<file path="config.mk">
export PLATFORM = sky130hd
export DESIGN_NAME = rdc_cell
export DESIGN_NICKNAME = d
export VERILOG_FILES = /design/src/sv/rdc_pkg.sv /design/src/sv/rdc_cell.sv
export SDC_FILE = /design/constraint.sdc
export NUM_CORES = 1
export LEC_CHECK = 0
export BUFFER_PORTS_ARGS = -buffer_cell sky130_fd_sc_hd__buf_2
export CELL_PAD_IN_SITES_DETAIL_PLACEMENT = 0
export CELL_PAD_IN_SITES_GLOBAL_PLACEMENT = 1
export CORE_AREA = 5 5 74 76
export DETAILED_ROUTE_END_ITERATION = 7
export DIE_AREA = 0 0 79 81
export MAX_ROUTING_LAYER = met4
export PLACE_DENSITY = 0.8
export SLEW_MARGIN = 40
export SYNTH_ARGS = -nofsm -noshare
export SYNTH_HDL_FRONTEND = slang
export SYNTH_SLANG_ARGS = --single-unit
</file>
<file path="constraint.sdc">
create_clock -name i_clk -period 2.2 [get_ports i_clk]
set_clock_uncertainty 0.2 [all_clocks]
set_input_delay 0.44 -clock i_clk [delete_from_list [all_inputs] [get_ports i_clk]]
set_output_delay 0.44 -clock i_clk [all_outputs]
set_load 0.005 [all_outputs]
</file>
<file path="src/sv/rdc_pkg.sv">
// ----------------------------------------------------------------------------
// rdc_pkg: shared types and constants of the read depth clipper
// Field widths, reset values, the sequencer state type and the control
// word that the sequencer hands to each storage cell.
// ----------------------------------------------------------------------------
package rdc_pkg;

    localparam int POS_W          = 31;       // width of a start or end coordinate
    localparam int LIM_W          = 16;       // width of the depth limit register
    localparam int OUT_W          = 9;        // width of the reported counts
    localparam int FIFO_DEPTH_DEF = 256;

    localparam logic [LIM_W-1:0] LIMIT_RESET = 16'hFFFF;

    typedef enum logic {
        ST_IDLE,
        ST_RUN
    } t_state;

    // Control word of one cell: shift takes the neighbour's entry, load takes
    // the incoming end coordinate.
    typedef struct packed {
        logic shift;
        logic load;
    } t_cell_ctl;

endpackage

</file>
<file path="src/sv/rdc_cell.sv">
// ----------------------------------------------------------------------------
// rdc_cell: one entry of the end coordinate queue
// Holds one end coordinate. On a pop it takes its upstream neighbour's entry,
// so the oldest entry always sits in the first cell of the row.
// ----------------------------------------------------------------------------
module rdc_cell
    import rdc_pkg::*;
(
    input  logic             i_clk,
    input  t_cell_ctl        i_ctl,
    input  logic [POS_W-1:0] i_next,
    input  logic [POS_W-1:0] i_load_val,
    output logic [POS_W-1:0] o_data
);

    logic [POS_W-1:0] r_data;

    always_ff @(posedge i_clk) begin
        if (i_ctl.shift) begin
            r_data <= i_next;
        end else if (i_ctl.load) begin
            r_data <= i_load_val;
        end
    end

    assign o_data = r_data;

endmodule

</file>
==> Word-level counts from Yosys, hierarchy flattened <==
Index checks and enable logic that the tools add are counted.
{ "op_classes": {"n_mux": 2, "n_reduce_logical": 1} }
{ "ops": {"columns": ["operator", "count"], "rows": [
  ["$mux W31", 2],
  ["$reduce_bool A2 Y1", 1]
]} }
{ "totals": {"ff_bits": 31, "in_bits": 65, "output_inout_bits": 31, "wordCells": 4} }

==> Depth between registers and ports, before layout <==
{ "depth": {"ltp_word": 2, "depth_mapped": 3, "ltp_nobuf": 1} }

==> Least setup slack after synthesis <==
No wires, ideal clock.
{ "synth_timing": {"path_type": "input to register", "start": "input i_ctl[1] (netlist name)", "end": "register r_data[0] (netlist: o_data[0]), enable pin", "setup_time_ps": 389, "arrival_ps": 1435, "required_time_ps": 1611, "path_slack_ps": 176, "cell_stages": 3, "n_path_buf": 2, "cell_sequence": "buf_6 > buf_12 > or2_1"} }
{ "synth_between": {"elab_chain_cells": 1} }
{ "synth_rtl": {"columns": ["item", "line", "text"], "rows": [
  ["start, declared", "rdc_cell.sv:10", "input t_cell_ctl i_ctl,"],
  ["$reduce_bool A2 Y1 (no line)", null, null],
  ["end signal, assigned", "rdc_cell.sv:20", "r_data <= i_next;"],
  ["end signal, assigned", "rdc_cell.sv:22", "r_data <= i_load_val;"],
  ["end, declared", "rdc_cell.sv:16", "logic [POS_W-1:0] r_data;"]
]} }
Every way passes these cells.
A chain may end at the register's enable or synchronous reset.

==> Worst setup path in the final report <==
{ "layout_timing": {"start": "input i_ctl[1] (netlist name)", "end": "register r_data[30] (netlist: o_data[30]) (data pin)"} }
{ "layout_between": {"elab_chain_cells": 1} }
{ "layout_rtl": {"columns": ["item", "line", "text"], "rows": [
  ["$mux W31", "rdc_cell.sv:19", "if (i_ctl.shift) begin"]
]} }
Every way passes these cells.

==> summary.md <==
| Metric | Value |
|---|---|
| Initial drt markers | `18` |
| Worst slack at placement | `441 ps` |
| Initial Util | `0.315` |
| Mean Syn Cell Area | `21.9 um^2` |
| Root buf cell | `clkbuf_8` |
| Minimum clock period | `1460 ps` |
| Post-CTS setup buffers | `0` |
| Peak supply drop | `398 uV` |
| Post-Place Cells | `217` |
| Max stage delay on crit path | `330 ps` |
| Die footprint | `0.00640 mm^2` |
| Critical Path RT | `2020 ps` |
| # setup viols final | `0` |
| Mapped Cells | `67` |
| Nets | `235` |
| Share of post-route cells with drive strength above 1 | `0.801` |
| Ports | `96` |
| Detail Placement HPWL | `2710 um` |
| Final instance area | `0.00206 mm^2` |
| CP endpoint kind | `flop` |
| Remaining antenna violation count | `0` |
| Hold Path Class | `input pin to flop` |
| Crit Path Category | `input pin to flop` |
| Clock sink count | `31` |
| DR WL/cell | `14.3 um` |
| Die extent in y | `81 um` |
| Most common library cell in the layout ignoring fill and taps | `buf_2` |
| Global routing's busiest layer | `met2` |
| Crit path max-delay family | `buffers and inverters` |
| Max Slew Vio Count | `0` |
| Startpoint types | `input pin` |
| GR Util met1 | `0.103` |
| Mapped Area | `0.00147 mm^2` |
| Post-CTS Hold Buffers | `0` |
| Yosys warns | `0` |
| Clock Pin Slew Worst Setup and Hold Paths | `60 ps` |
| Diodes inserted | `0` |
| Setup ws final | `736 ps` |
| TNS Setup | `0 ps` |
| Routability Congestion | `0.686` |
| Via count | `931` |
| Rows | `25` |
| Post-DP Area | `0.00198 mm^2` |
| Total CTS buffers | `5` |
| Synth unique cells | `6` |
| Worst slew pin tran | `289 ps` |
| GR Util met2 | `0.178` |
| PD cells | `674 mW/mm^2` |
| Critical path's slowest cell | `mux2_4` |
| Buffers and inverters on the worst path | `2` |
| Drt via density | `4.14` |
| First-pass GRT wire length | `4750 um` |
| Vias in the first global route | `1007` |
| Syn_nets | `132` |
| Largest net degree at the start of global routing | `24` |
| Commonest cells after routing, fill and taps aside | `95 x buf_2, 31 x edfxtp_1, 29 x mux2_4` |
| I/O Buffers | `95` |
| Initial antenna violation count | `0` |
| Static leakage | `0.00100 uW` |
| Max-slew headroom | `0.807` |
| Unrepaired setup endpoints after global routing | `no` |
| Core area | `0.00466 mm^2` |
| Layout overhead on the synthesized area | `40.3%` |
| Pre-antenna DRT Iters | `2` |
| Fmax | `683 MHz` |
| Max reg flops | `31` |
| Hold Fails Final Rpt | `0` |
| CTS max path bufs | `2` |
| DRC viols | `0` |
| M3 GR Usage | `0.0322` |
| Status | `complete, no violations` |
| H-tree levels | `2` |
| Die width | `79 um` |
| All-Layer GR Usage | `0.102` |
| Synth Register Bits | `31` |
| Seq/Total Area, Yosys | `0.635` |
| CTS tree | `done` |
| Post-CTS Resized | `0` |
| Grt ovf | `0` |
| Part of the cycle the worst path needs | `0.665` |
| Maximum fanout along the worst path | `16` |
| Fin util | `0.441` |
| Max-Cap Viols | `0` |
| Final std cells w/o fill | `225` |
| Crit path DAT | `1290 ps` |
| Routed WL | `3220 um` |
| Crit-path cells | `buf_2, buf_4, mux2_4` |
==> final timing paths <==
path                         end      startpoint  depth (start not counted)  slack, ps
worst min-delay path  o_data[12]  i_load_val[12]                          2        260
worst max-delay path  o_data[30]        i_ctl[1]                          3        740
==> where the power goes <==
part,internal (uW),leakage [uW],total (uW),switching [uW]
combinational,150,0.000645,240,89.6
clock,221,0.0000422,409,188
sequential,725,0.000316,738,12.5
==> cell families (layout without fill, tap and decap cells) <==
kind of cell,Yosys count,after routing,synth area share
flip-flops,31,31,0.635
buffers and inverters,4,108,0.0486
AND/OR/NAND/NOR,1,1,0.00427
multiplexers,31,31,0.312
==> metrics by stage <==
stage	hold slack [ps]	power (uW)
2_1_floorplan	457	870
3_3_place_gp	540	991
3_5_place_dp	543	997
4_1_cts	251	1410
5_1_grt	253	1450
6_report	265	1390
==> synth_stat cells <==
library cell  instances  area [um^2]
edfxtp_1             31          931
mux2_2                2         22.5
buf_6                 1         11.3
or2_1                 1         6.26
buf_12                3         60.1
mux2_4               29          435
==> final cells by class <==
| type | instances | area (um^2) |
|---|---|---|
| repair buffers | 100 | 513 |
| well taps | 54 | 67.6 |
| fillers | 439 | 2600 |
| clock inverters | 1 | 5.00 |
| clock buffers | 7 | 76.3 |
| multi-input cells | 32 | 464 |
| flip-flops and latches | 31 | 931 |
==> metal layers <==
metal,wire (um),vias to the layer above,part of all wire
met5,0,-,0
met4,76,0,0.024
met3,275,6,0.085
met2,1760,48,0.55
met1,1110,413,0.34
li1,-,464,-
Power figures use the tool's default switching activity.
